==> src/rtl/core/hpte_pkg.sv <==
// ----------------------------------------------------------------------------
// hpte_pkg
// Types, codes and helpers shared by the hashed page table engine.
// ----------------------------------------------------------------------------
package hpte_pkg;

  localparam int GROUP_COUNT_DEF = 1024;
  localparam int WAYS_DEF        = 8;

  localparam int HASH_W      = 19;
  localparam int BASE_GRP_W  = 10;
  localparam int SIZE_MASK_W = 9;

  typedef enum logic [1:0] {
    CMD_MAP       = 2'd0,
    CMD_TRANSLATE = 2'd1,
    CMD_SET_PROT  = 2'd2,
    CMD_UNMAP     = 2'd3
  } hpte_cmd_e;

  typedef enum logic [1:0] {
    STATUS_OK        = 2'd0,
    STATUS_FULL      = 2'd1,
    STATUS_NOT_FOUND = 2'd2
  } hpte_status_e;

  typedef enum logic [2:0] {
    ST_CLEAR,
    ST_IDLE,
    ST_EVAL_PRI,
    ST_EVAL_SEC,
    ST_WRITE_BACK,
    ST_RESPOND
  } hpte_state_e;

  typedef struct packed {
    logic [1:0]  cmd;
    logic [31:0] virt_addr;
    logic [31:0] phys_addr;
    logic [11:0] prot_bits;
  } req_t;

  typedef struct packed {
    logic [1:0]  status;
    logic [31:0] phys_result;
  } rsp_t;

  // One stored translation: tag fields, then the page word.
  typedef struct packed {
    logic        valid;
    logic [3:0]  seg;
    logic        sec;
    logic [5:0]  pidx;
    logic [19:0] rpn;
    logic [11:0] prot;
  } entry_t;

  localparam int ENTRY_W = $bits(entry_t);

  typedef struct packed {
    logic load_item;
    logic read_sec;
    logic eval;
    logic eval_sec;
    logic wr_row;
    logic clear_wr;
    logic out_load;
  } ctrl_cmd_t;

  typedef struct packed {
    logic found;
    logic needs_write;
    logic clear_last;
    logic out_busy;
  } ctrl_sts_t;

  function automatic logic [HASH_W-1:0] hpte_hash(input logic [31:0] va);
    return {3'b000, va[27:12]} ^ {15'd0, va[31:28]};
  endfunction

  function automatic logic [HASH_W-1:0] hpte_masked(input logic [HASH_W-1:0] h,
                                                    input logic [SIZE_MASK_W-1:0] sm);
    return h & {sm, {BASE_GRP_W{1'b1}}};
  endfunction

endpackage

==> src/rtl/core/hpte_ctrl.sv <==
// ----------------------------------------------------------------------------
// hpte_ctrl
// Command sequencer: clearing pass, primary and secondary group passes,
// write-back and response hand-off.
// ----------------------------------------------------------------------------
module hpte_ctrl (
  input  logic                clk,
  input  logic                rst,
  input  logic                req_valid,
  input  hpte_pkg::ctrl_sts_t sts,
  output hpte_pkg::ctrl_cmd_t cmd,
  output logic                req_stall
);
  import hpte_pkg::*;

  hpte_state_e state, state_next;
  logic        take;

  always_ff @(posedge clk) begin
    if (rst) begin
      state <= ST_CLEAR;
    end else begin
      state <= state_next;
    end
  end

  // Ready for a new transaction when idle, or while handing off the last result.
  assign take = (state == ST_IDLE) || (state == ST_RESPOND && !sts.out_busy);

  always_comb begin
    state_next = state;
    unique case (state)
      ST_CLEAR: begin
        if (sts.clear_last) state_next = ST_IDLE;
      end
      ST_IDLE: begin
        if (req_valid) state_next = ST_EVAL_PRI;
      end
      ST_EVAL_PRI: begin
        if (sts.found) begin
          state_next = sts.needs_write ? ST_WRITE_BACK : ST_RESPOND;
        end else begin
          state_next = ST_EVAL_SEC;
        end
      end
      ST_EVAL_SEC: begin
        state_next = sts.needs_write ? ST_WRITE_BACK : ST_RESPOND;
      end
      ST_WRITE_BACK: begin
        state_next = ST_RESPOND;
      end
      ST_RESPOND: begin
        if (!sts.out_busy) state_next = req_valid ? ST_EVAL_PRI : ST_IDLE;
      end
      default: state_next = ST_CLEAR;
    endcase
  end

  always_comb begin
    cmd           = '0;
    req_stall     = !take;
    cmd.load_item = take && req_valid;
    unique case (state)
      ST_CLEAR:      cmd.clear_wr = 1'b1;
      ST_IDLE:       ;
      ST_EVAL_PRI: begin
        cmd.eval     = 1'b1;
        cmd.read_sec = !sts.found;
      end
      ST_EVAL_SEC: begin
        cmd.eval     = 1'b1;
        cmd.eval_sec = 1'b1;
      end
      ST_WRITE_BACK: cmd.wr_row = 1'b1;
      ST_RESPOND:    cmd.out_load = !sts.out_busy;
      default:       ;
    endcase
  end

endmodule

==> config.mk <==
export PLATFORM = sky130hd
export DESIGN_NAME = hpte_ctrl
export DESIGN_NICKNAME = d
export VERILOG_FILES = /design/src/rtl/core/hpte_pkg.sv /design/src/rtl/core/hpte_ctrl.sv
export SDC_FILE = /design/constraint.sdc
export NUM_CORES = 1
export LEC_CHECK = 0
export BUFFER_PORTS_ARGS = -buffer_cell sky130_fd_sc_hd__clkbuf_2
export CAP_MARGIN = 20
export CORE_AREA = 3 3 40 42
export CTS_CLUSTER_SIZE = 14
export DETAILED_ROUTE_END_ITERATION = 7
export DIE_AREA = 0 0 43 45
export GPL_ROUTABILITY_DRIVEN = 0
export PLACE_DENSITY_LB_ADDON = 0.05
export SLEW_MARGIN = 20
export SYNTH_ARGS = -nofsm -noshare
export SYNTH_HDL_FRONTEND = slang
export SYNTH_SLANG_ARGS = --single-unit
==> constraint.sdc <==
create_clock -name clk -period 2.7 [get_ports clk]
set_input_delay 0.54 -clock clk [delete_from_list [all_inputs] [get_ports clk]]
set_output_delay 0.54 -clock clk [all_outputs]
set_load 0.05 [all_outputs]
==> flow_metrics.py, run 1 <==
metrics = {
    "critical_path": {
        "path_cells": "nor2b_1 > and3b_1 > clkbuf_2",
        "cp-end-kind": "output pin",
        "cpPeakStageDelay_ns": 0.52,
        "arrival_ns": 1.49,
        "slowest_stage": "dfxtp_1",
        "cp_num_buf_inv": 1,
        "start_kind": "register",
        "critical_path_class": "register to output pin",
        "critical_path.max_fanout": 10,
        "crit_required_ns": 2.16,
        "cpLargestDelayFamily": "flip-flops",
    },
    "detailed_routing": {
        "drtAntennaViolNets": 0,
        "num_vias": 296,
        "route.detailed.drc": 0,
        "wire_per_inst_um": 11.1,
        "drtIter0Drc": 6,
        "firstDrtPassIters": 3,
        "vias_per_cell": 4.48,
        "totalWireLength_um": 732,
    },
    "die": {
        "initial_core_util_pct": 21.2,
        "die_h_um": 45,
        "die_area_mm2": 0.00194,
        "io-pin-count": 15,
        "fp.coreArea_mm2": 0.00128,
        "fp.dieW_um": 43,
        "rows": 13,
    },
    "finish": {
        "regMostFlops": "state",
        "final_util_pct": 28.9,
        "final_nets": 59,
        "antenna_cells": 0,
        "drive_gt1_share_pct": 45.1,
        "largest_registers": "state (3)",
        "largest_register_ffs": 3,
        "syn2layout_area_growth_pct": 36.2,
    },
    "clock_tree": {
        "clock-root-buffer": "clkbuf_4",
        "path_clk_slew_ns": 0.04,
        "postCtsHoldBufs": 0,
        "clock_sinks": 3,
        "cts_tree": "done",
        "htree_levels": 1,
        "cts-buffers-inserted": 3,
        "cts_buffer_depth": 2,
        "postCtsSetupBuffers": 0,
        "insertion_delay_ns": 0.23,
        "cts_resized": 0,
    },
    "sta": {
        "setup_viol": 0,
        "final-hold-violation-count": 0,
        "maxSlewHeadroom_pct": 69.1,
        "rsz0062_at_grt": "no",
        "period_needed_ns": 2.03,
        "finalMaxSlewViolations": 0,
        "clock_skew_ns": 0.00316,
        "tightest_slew_ns": 0.463,
        "fin_setup_tns_ns": 0,
        "period_share_pct": 75.3,
        "fmax_mhz": 492,
    },
    "synth": {
        "synthMuxAreaShare_pct": 3.67,
        "yosysUniqueCellTypes": 25,
        "syn_inst": 35,
        "ys_ff_latch": 3,
        "synth_top_cell_area_share_pct": 22.0,
        "yosys-top-cells-area": "dfxtp_1 (22%), a21oi_1 (7.3%), nand2b_1 (6.9%)",
        "synth_fa_ha_area_share_pct": 0,
        "post_synth.cell_area_avg_um2": 7.79,
        "synth.net_count": 42,
        "synth_xor_area_share_pct": 0,
        "synth_warnings": 0,
        "synth_compound_area_share_pct": 20.6,
        "netlist_area_um2": 273,
        "synth_top_family_by_area": "simple AND/OR/NAND/NOR gates",
        "synth_area_leader_cell": "dfxtp_1",
        "yosysSeqAreaShare_pct": 22.0,
        "synthSimpleGateAreaFrac_pct": 46.3,
    },
    "place": {
        "io_buffer_count": 14,
        "dp.final_hpwl_um": 584,
    },
    "global_routing": {
        "first_global_vias": 262,
        "grt_max_degree": 13,
        "grt_pass1_wl_um": 1210,
        "antenna_found_initial": 0,
        "overflow": 0,
        "grt_usage_pct": 8.58,
    },
    "power_and_ir_drop": {
        "peakVddDrop_mv": 0.312,
        "p_per_area_mw_per_mm2": 688,
        "p_leak_nw": 0.170,
    },
    "run_status": {
        "status": "finished clean",
    },
    "worst_hold_path": {
        "min_path_type": "primary input to register",
    },
    "flow_run": {
        "max_cap_violations": 0,
    },
}
==> power by group <==
group / leakage [nW] / total, mW / switching, mW / internal [mW]
combinational: 0.130 / 0.113 / 0.0758 / 0.0370
clock: 0.0150 / 0.0770 / 0.0217 / 0.0553
sequential: 0.0246 / 0.0659 / 0.0159 / 0.0500
==> cells by family after synthesis <==
logic type      Yosys count
compound gates            9
buf+inv                   3
flops                     3
simple gates             19
mux                       1
==> worst register-to-register path: stages (launching register included) <==
cell and delay (ns):
dfxtp_1 0.52, mux2i_1 0.27, a22oi_2 0.11, o21ai_1 0.11
a21oi_1 0.08
==> cell usage after synthesis, drive strengths merged <==
cell,number
mux2i,1
and2,1
o21ai,2
nand2,4
and3b,1
a21oi,4
nand2b,3
a21o,1
nor2b,1
buf,2
a22oi,1
nor2,2
nand3,1
dfxtp,3
and3,1
inv,1
nor3,2
nor3b,2
or2,1
a31oi,1
==> stage by stage <==
step           power, mW  setup WS, ns  area, µm²  cells  hold WS, ns
2_1_floorplan      0.159         0.369        273     35        0.609
5_1_grt            0.276         0.563        372     66        0.527
4_1_cts            0.261         0.657        372     66        0.506
6_report           0.256         0.668        372     66        0.515
3_5_place_dp       0.180         0.879        345     62        0.695
3_3_place_gp       0.178         0.887        345     62        0.685
==> layer usage <==
metal	GRT usage, %	up-vias	wire (µm)
met5	0	-	0
met4	1.81	0	0
met3	5.18	0	47
met2	10.8	11	311
met1	12.3	130	373
li1	-	155	-
==> cells in the final DEF (no fill, tap or decap), types with 3 or more instances in the layout <==
master    instances
a21oi_1           4
clkbuf_2         14
clkbuf_4          3
dfxtp_1           3
nand2_1           4
nand2b_1          3
==> area by class of cell <==
cell class              instances  area [µm²]
inverters                       1        3.75
fillers                       148         913
clock buffers                   4        26.3
multi-input cells              29         193
repair buffers                 14        70.1
flip-flops and latches          3        60.1
well taps                      15        18.8
==> path summary, 6_finish.rpt <==
| path | startpoint | endpoint | slack, ns | depth (start not counted) |
|---|---|---|---|---|
| worst min-delay path | rst | state[0]$_SDFFE_PP0P_ | 0.51 | 2 |
| worst max register to register | state[0]$_SDFFE_PP0P_ | state[0]$_SDFFE_PP0P_ | 1.50 | 4 |
| worst max-delay path | state[0]$_SDFFE_PP0P_ | cmd[0] | 0.67 | 3 |
| worst min register to register | state[2]$_SDFFE_PP0P_ | state[2]$_SDFFE_PP0P_ | 0.69 | 2 |
Power figures use the tool's default switching activity.
==> run 2, diff against run 1 <==
ABC_AREA = 1   (was default)
clock period = 1.7 ns   (was 2.7 ns; I/O delays follow)
==> run 2 against run 1 <==
Cell count rose by 20%. Wire length up 2.3%. Critical path depth up 3. Area after synthesis increased by 6.0%. Sequential power increased by 67%. Count of clock-buffer cells in the layout stayed put. Non-clock buffer count rose by 4. Setup slack lost 0.60 ns. Combinational power rose to 3.7 times the previous value. Clock skew up 0.00078 ns. Worst hold slack worse by 0.21 ns. Largest cell class unchanged.
==> flow_metrics.py, run 2 <==
metrics = {
    "finish": {
        "syn2layout_area_growth_pct": 55.8,
        "final_util_pct": 35.1,
        "drive_gt1_share_pct": 54.7,
        "final_common_cell": "clkbuf_2",
        "regMostFlops": "state",
        "antenna_cells": 0,
        "largest_registers": "state (3)",
        "final_nets": 72,
        "final_cell_mix": "clkbuf_2 (12), nor2_1 (7), inv_1 (5), nand2_1 (5), buf_4 (4)",
        "layoutNonFillerInstCount": 79,
        "largest_register_ffs": 3,
    },
    "synth": {
        "ys_ff_latch": 3,
        "yosys.cell_count.top_type": "nor2_1",
        "yosysUniqueCellTypes": 18,
        "syn_inst": 44,
        "synth_warnings": 0,
        "synth_edf_count": 0,
        "synth.net_count": 51,
        "synth_top_cell_area_share_pct": 20.8,
        "post_synth.cell_area_avg_um2": 6.57,
        "synth_common_cells": "nor2_1 (10), inv_1 (5), nand2_1 (5)",
        "yosys-top-cells-area": "dfxtp_1 (21%), nor2_1 (13%), buf_6 (7.8%)",
        "yosysSeqAreaShare_pct": 20.8,
        "netlist_area_um2": 289,
        "async_flop_share_pct": 0,
        "synth_area_leader_cell": "dfxtp_1",
        "synthFlopType": "dfxtp_1",
    },
    "global_routing": {
        "grt_usage_pct": 8.89,
        "grt_pass1_wl_um": 1280,
        "overflow": 0,
        "antenna_found_initial": 0,
        "first_global_vias": 309,
        "grt_max_degree": 8,
    },
    "critical_path": {
        "crit_required_ns": 1.36,
        "critical_path_class": "register to output pin",
        "cp-end-kind": "output pin",
        "start_kind": "register",
        "critical_path.max_fanout": 5,
        "arrival_ns": 1.29,
        "rr_worst_depth": 8,
    },
    "sta": {
        "final.setup.worst_slack_ns": 0.0710,
        "setup_viol": 0,
        "rsz0062_at_grt": "yes",
        "finalMaxSlewViolations": 0,
        "fmax_mhz": 614,
        "maxSlewHeadroom_pct": 81.5,
        "tightest_slew_ns": 0.278,
        "final-hold-violation-count": 0,
        "period_share_pct": 95.8,
        "period_needed_ns": 1.63,
        "clock_skew_ns": 0.00394,
    },
    "clock_tree": {
        "postCtsHoldBufs": 0,
        "cts_tree": "done",
        "path_clk_slew_ns": 0.04,
        "htree_levels": 1,
        "insertion_delay_ns": 0.23,
        "cts_buffer_depth": 2,
        "clock-root-buffer": "clkbuf_4",
        "cts-buffers-inserted": 3,
        "clock_sinks": 3,
    },
    "run_status": {
        "status": "finished clean",
    },
    "flow_run": {
        "max_cap_violations": 0,
    },
    "detailed_routing": {
        "vias_per_cell": 4.03,
        "firstDrtPassIters": 1,
        "drtIter0Drc": 0,
        "drtAntennaViolNets": 0,
        "num_vias": 318,
        "route.detailed.drc": 0,
        "totalWireLength_um": 749,
        "wire_per_inst_um": 9.48,
    },
    "place": {
        "placed_cells": 74,
        "pre_cts_ws_ns": 0.171,
        "io_buffer_count": 14,
        "dp.final_hpwl_um": 645,
    },
    "die": {
        "die_area_mm2": 0.00194,
        "initial_core_util_pct": 22.5,
        "fp.coreArea_mm2": 0.00128,
        "io-pin-count": 15,
        "fp.dieW_um": 43,
        "rows": 13,
        "die_h_um": 45,
    },
    "power_and_ir_drop": {
        "peakVddDrop_mv": 0.420,
        "p_leak_nw": 0.238,
        "p_per_area_mw_per_mm2": 1440,
        "total_power_uw": 648,
    },
    "worst_hold_path": {
        "hold_depth": 2,
        "min_path_type": "primary input to register",
    },
}
## run 2: cell type report
class	count	area [µm²]
Clock buffer	4	26.3
Fill cell	153	835
Inverter	7	28.8
Multi-Input combinational cell	32	204
Sequential cell	3	62.6
Tap cell	15	18.8
Timing Repair Buffer	18	110
## run 2: worst max-delay path, stage by stage, from the launching register on
cell and delay [ns]:
dfxtp_2 0.33, inv_2 0.09, nand2_4 0.08, nor3_4 0.22, nor2_4 0.07, nor2_4 0.11
buf_8 0.15
## run 2: stage by stage
| step | cell area, µm² | setup TNS (ns) | hold slack (ns) |
|---|---|---|---|
| 3_3_place_gp | 403 | 0 | 0.546 |
| 3_5_place_dp | 403 | 0 | 0.542 |
| 5_1_grt | 450 | -0.00599 | 0.304 |
| 2_1_floorplan | 314 | -0.324 | 0.409 |
| 4_1_cts | 440 | 0 | 0.295 |
| 6_report | 450 | 0 | 0.300 |
## run 2: timing repair
item | 4_1_cts | 5_1_grt
pin swaps | 0 | 1
setup endpoints to repair | 1 | 4
gates cloned | 0 | 0
setup buffers | 0 | 1
gates resized for setup | 3 | 3
## run 2: per-layer routing
layer | global-route usage [%] | wire [µm] | vias up
met5 | 0 | 0 | -
met3 | 3.59 | 52 | 0
met2 | 13.8 | 318 | 10
met1 | 11.0 | 377 | 127
li1 | - | - | 181
met4 | 3.61 | 0 | 0
## run 2: where the power goes
group          switching (mW)  leakage, nW  total [mW]  internal [mW]
sequential             0.0216       0.0255       0.110         0.0882
combinational           0.280        0.198       0.415          0.134
clock                  0.0355       0.0150       0.123         0.0879
## run 2: cell families (layout without fill, tap and decap cells)
group | count (synthesis) | after routing | synth area share [%]
AND/OR/NAND/NOR | 25 | 25 | 48.1
buffers and inverters | 9 | 29 | 16.9
AO/OA/AOI/OAI | 7 | 7 | 14.3
flip-flops | 3 | 3 | 20.8
## run 2: final timing paths
path	slack (ns)	start	end
max	0.07	state[1]$_SDFFE_PP0P_	cmd[6]
min	0.30	rst	state[1]$_SDFFE_PP0P_
max reg2reg	0.52	state[0]$_SDFFE_PP0P_	state[0]$_SDFFE_PP0P_
min reg2reg	0.67	state[2]$_SDFFE_PP0P_	state[2]$_SDFFE_PP0P_
==> run 3, diff against run 2 <==
CORE_AREA = 2 2 39 41   (was 3 3 40 42)
DIE_AREA = 0 0 41 43   (was 0 0 43 45)
GPL_TIMING_DRIVEN = 0   (was default)
SETUP_SLACK_MARGIN = 0.1   (was default)
==> run 3 against run 2 <==
Combinational power is 22% higher. Global-route usage is 2.2 points higher. Wire length is 7.7% higher. Sequential share of layout area is 1.9 points lower. Cell count is 7.6% higher. Worst hold slack worse by 0.0026 ns. Maximum frequency is 5.0% higher. Sequential cell count stayed put. Clock power hardly changed. Clock skew is 0.0029 ns lower. Count of clock-buffer cells in the layout stayed put. Highest routed layer unchanged.
==> flow_metrics.py, run 3 (synthesis results as in run 2) <==
metrics = {
    "sta": {
        "final.setup.worst_slack_ns": 0.149,
        "clock_skew_ns": 0.00108,
        "tightest_slew_ns": 0.247,
        "fmax_mhz": 645,
        "final-hold-violation-count": 0,
        "setup_viol": 0,
        "finalMaxSlewViolations": 0,
        "fin_setup_tns_ns": 0,
        "maxSlewHeadroom_pct": 83.6,
        "rsz0062_at_grt": "yes",
        "period_needed_ns": 1.55,
        "period_share_pct": 91.3,
    },
    "finish": {
        "largest_registers": "state (3)",
        "final_design_area_no_fill_um2": 534,
        "final_util_pct": 38.6,
        "final_cell_mix": "buf_4 (8), nor2_1 (6), clkbuf_4 (6), clkbuf_2 (6)",
        "antenna_cells": 0,
        "largest_register_ffs": 3,
        "syn2layout_area_growth_pct": 84.8,
        "regMostFlops": "state",
        "final_common_cell": "buf_4",
        "layoutNonFillerInstCount": 85,
        "final_nets": 77,
        "drive_gt1_share_pct": 60.9,
    },
    "clock_tree": {
        "path_clk_slew_ns": 0.04,
        "insertion_delay_ns": 0.23,
        "clock-root-buffer": "clkbuf_4",
        "cts-buffers-inserted": 3,
        "clock_sinks": 3,
        "cts_tree": "done",
        "cts_buffer_depth": 2,
        "postCtsHoldBufs": 0,
        "htree_levels": 1,
    },
    "detailed_routing": {
        "drtIter0Drc": 1,
        "drtAntennaViolNets": 0,
        "totalWireLength_um": 807,
        "num_vias": 346,
        "firstDrtPassIters": 4,
        "vias_per_cell": 4.07,
        "route.detailed.drc": 0,
        "wire_per_inst_um": 9.49,
    },
    "place": {
        "placed_cells": 74,
        "io_buffer_count": 14,
        "dp.final_hpwl_um": 607,
        "placed_area_um2": 404,
        "pre_cts_ws_ns": 0.182,
    },
    "die": {
        "rows": 14,
        "die_h_um": 43,
        "fp.dieW_um": 41,
        "initial_core_util_pct": 20.9,
        "fp.coreArea_mm2": 0.00138,
        "io-pin-count": 15,
        "die_area_mm2": 0.00176,
    },
    "global_routing": {
        "overflow": 0,
        "first_global_vias": 324,
        "antenna_found_initial": 0,
        "met1_usage_pct": 16.6,
        "top_usage_layer": "met1",
        "grt_pass1_wl_um": 1350,
        "grt_max_degree": 10,
        "grt_use_met3_pct": 6.28,
        "grt_use_met2_pct": 13.8,
        "grt_usage_pct": 11.1,
    },
    "power_and_ir_drop": {
        "peakVddDrop_mv": 0.509,
        "p_leak_nw": 0.274,
        "p_per_area_mw_per_mm2": 1370,
    },
    "flow_run": {
        "max_cap_violations": 0,
    },
    "critical_path": {
        "crit_required_ns": 1.36,
        "critical_path_class": "register to output pin",
        "start_kind": "register",
        "critical_path.max_fanout": 6,
        "cp-end-kind": "output pin",
        "arrival_ns": 1.21,
    },
    "run_status": {
        "status": "finished clean",
    },
    "worst_hold_path": {
        "min_path_type": "primary input to register",
    },
}
[run 3: layout make-up]
| type | instances | area, µm² |
|---|---|---|
| fill | 164 | 850 |
| multi-input combinational | 32 | 215 |
| timing repair buffer | 21 | 149 |
| sequential | 3 | 63.8 |
| inverter | 7 | 33.8 |
| clock buffer | 4 | 26.3 |
| buffer | 2 | 26.3 |
| tap | 16 | 20.0 |
[run 3: layer usage]
metal	wire length [µm]	vias to the layer above	part of all wire (%)
met5	0	-	0
met4	0	0	0
met3	44	0	5.5
met2	359	11	44
met1	403	143	50
li1	-	192	-
[run 3: path summary, 6_finish.rpt]
kind                                            start               endpoint  slack, ns  cells past startpoint
worst max register to register  state[0]$_SDFFE_PP0P_  state[1]$_SDFFE_PP0P_       0.58                      7
worst min-delay path                              rst  state[1]$_SDFFE_PP0P_       0.30                      2
worst min register to register  state[1]$_SDFFE_PP0P_  state[1]$_SDFFE_PP0P_       0.70                      4
worst max-delay path            state[2]$_SDFFE_PP0P_                 cmd[6]       0.15                      6
[run 3: what timing repair did]
action | CTS | global route
setup buffers | 4 | 3
gates resized for setup | 10 | 13
pin swaps | 4 | 1
endpoints found under the setup margin | 5 | 8
[run 3: power by group]
group	internal [mW]	total [mW]	leakage, nW	switching, mW
combinational	0.192	0.505	0.234	0.314
sequential	0.0896	0.102	0.0258	0.0125
clock	0.0879	0.124	0.0150	0.0362
total	0.369	0.731	0.274	0.362
[run 3: critical path: stages, from the launching register on]
cell,delay (ns)
dfxtp_2,0.32
buf_8,0.12
inv_6,0.04
nor3_4,0.20
nor2_4,0.06
nor2_4,0.09
buf_8,0.15
[run 3: metrics by stage]
step	hold slack (ns)	power, mW
floorplan	0.409	0.429
global placement	0.549	0.506
detailed placement	0.550	0.503
CTS	0.291	0.708
global route	0.298	0.790
finish	0.298	0.731
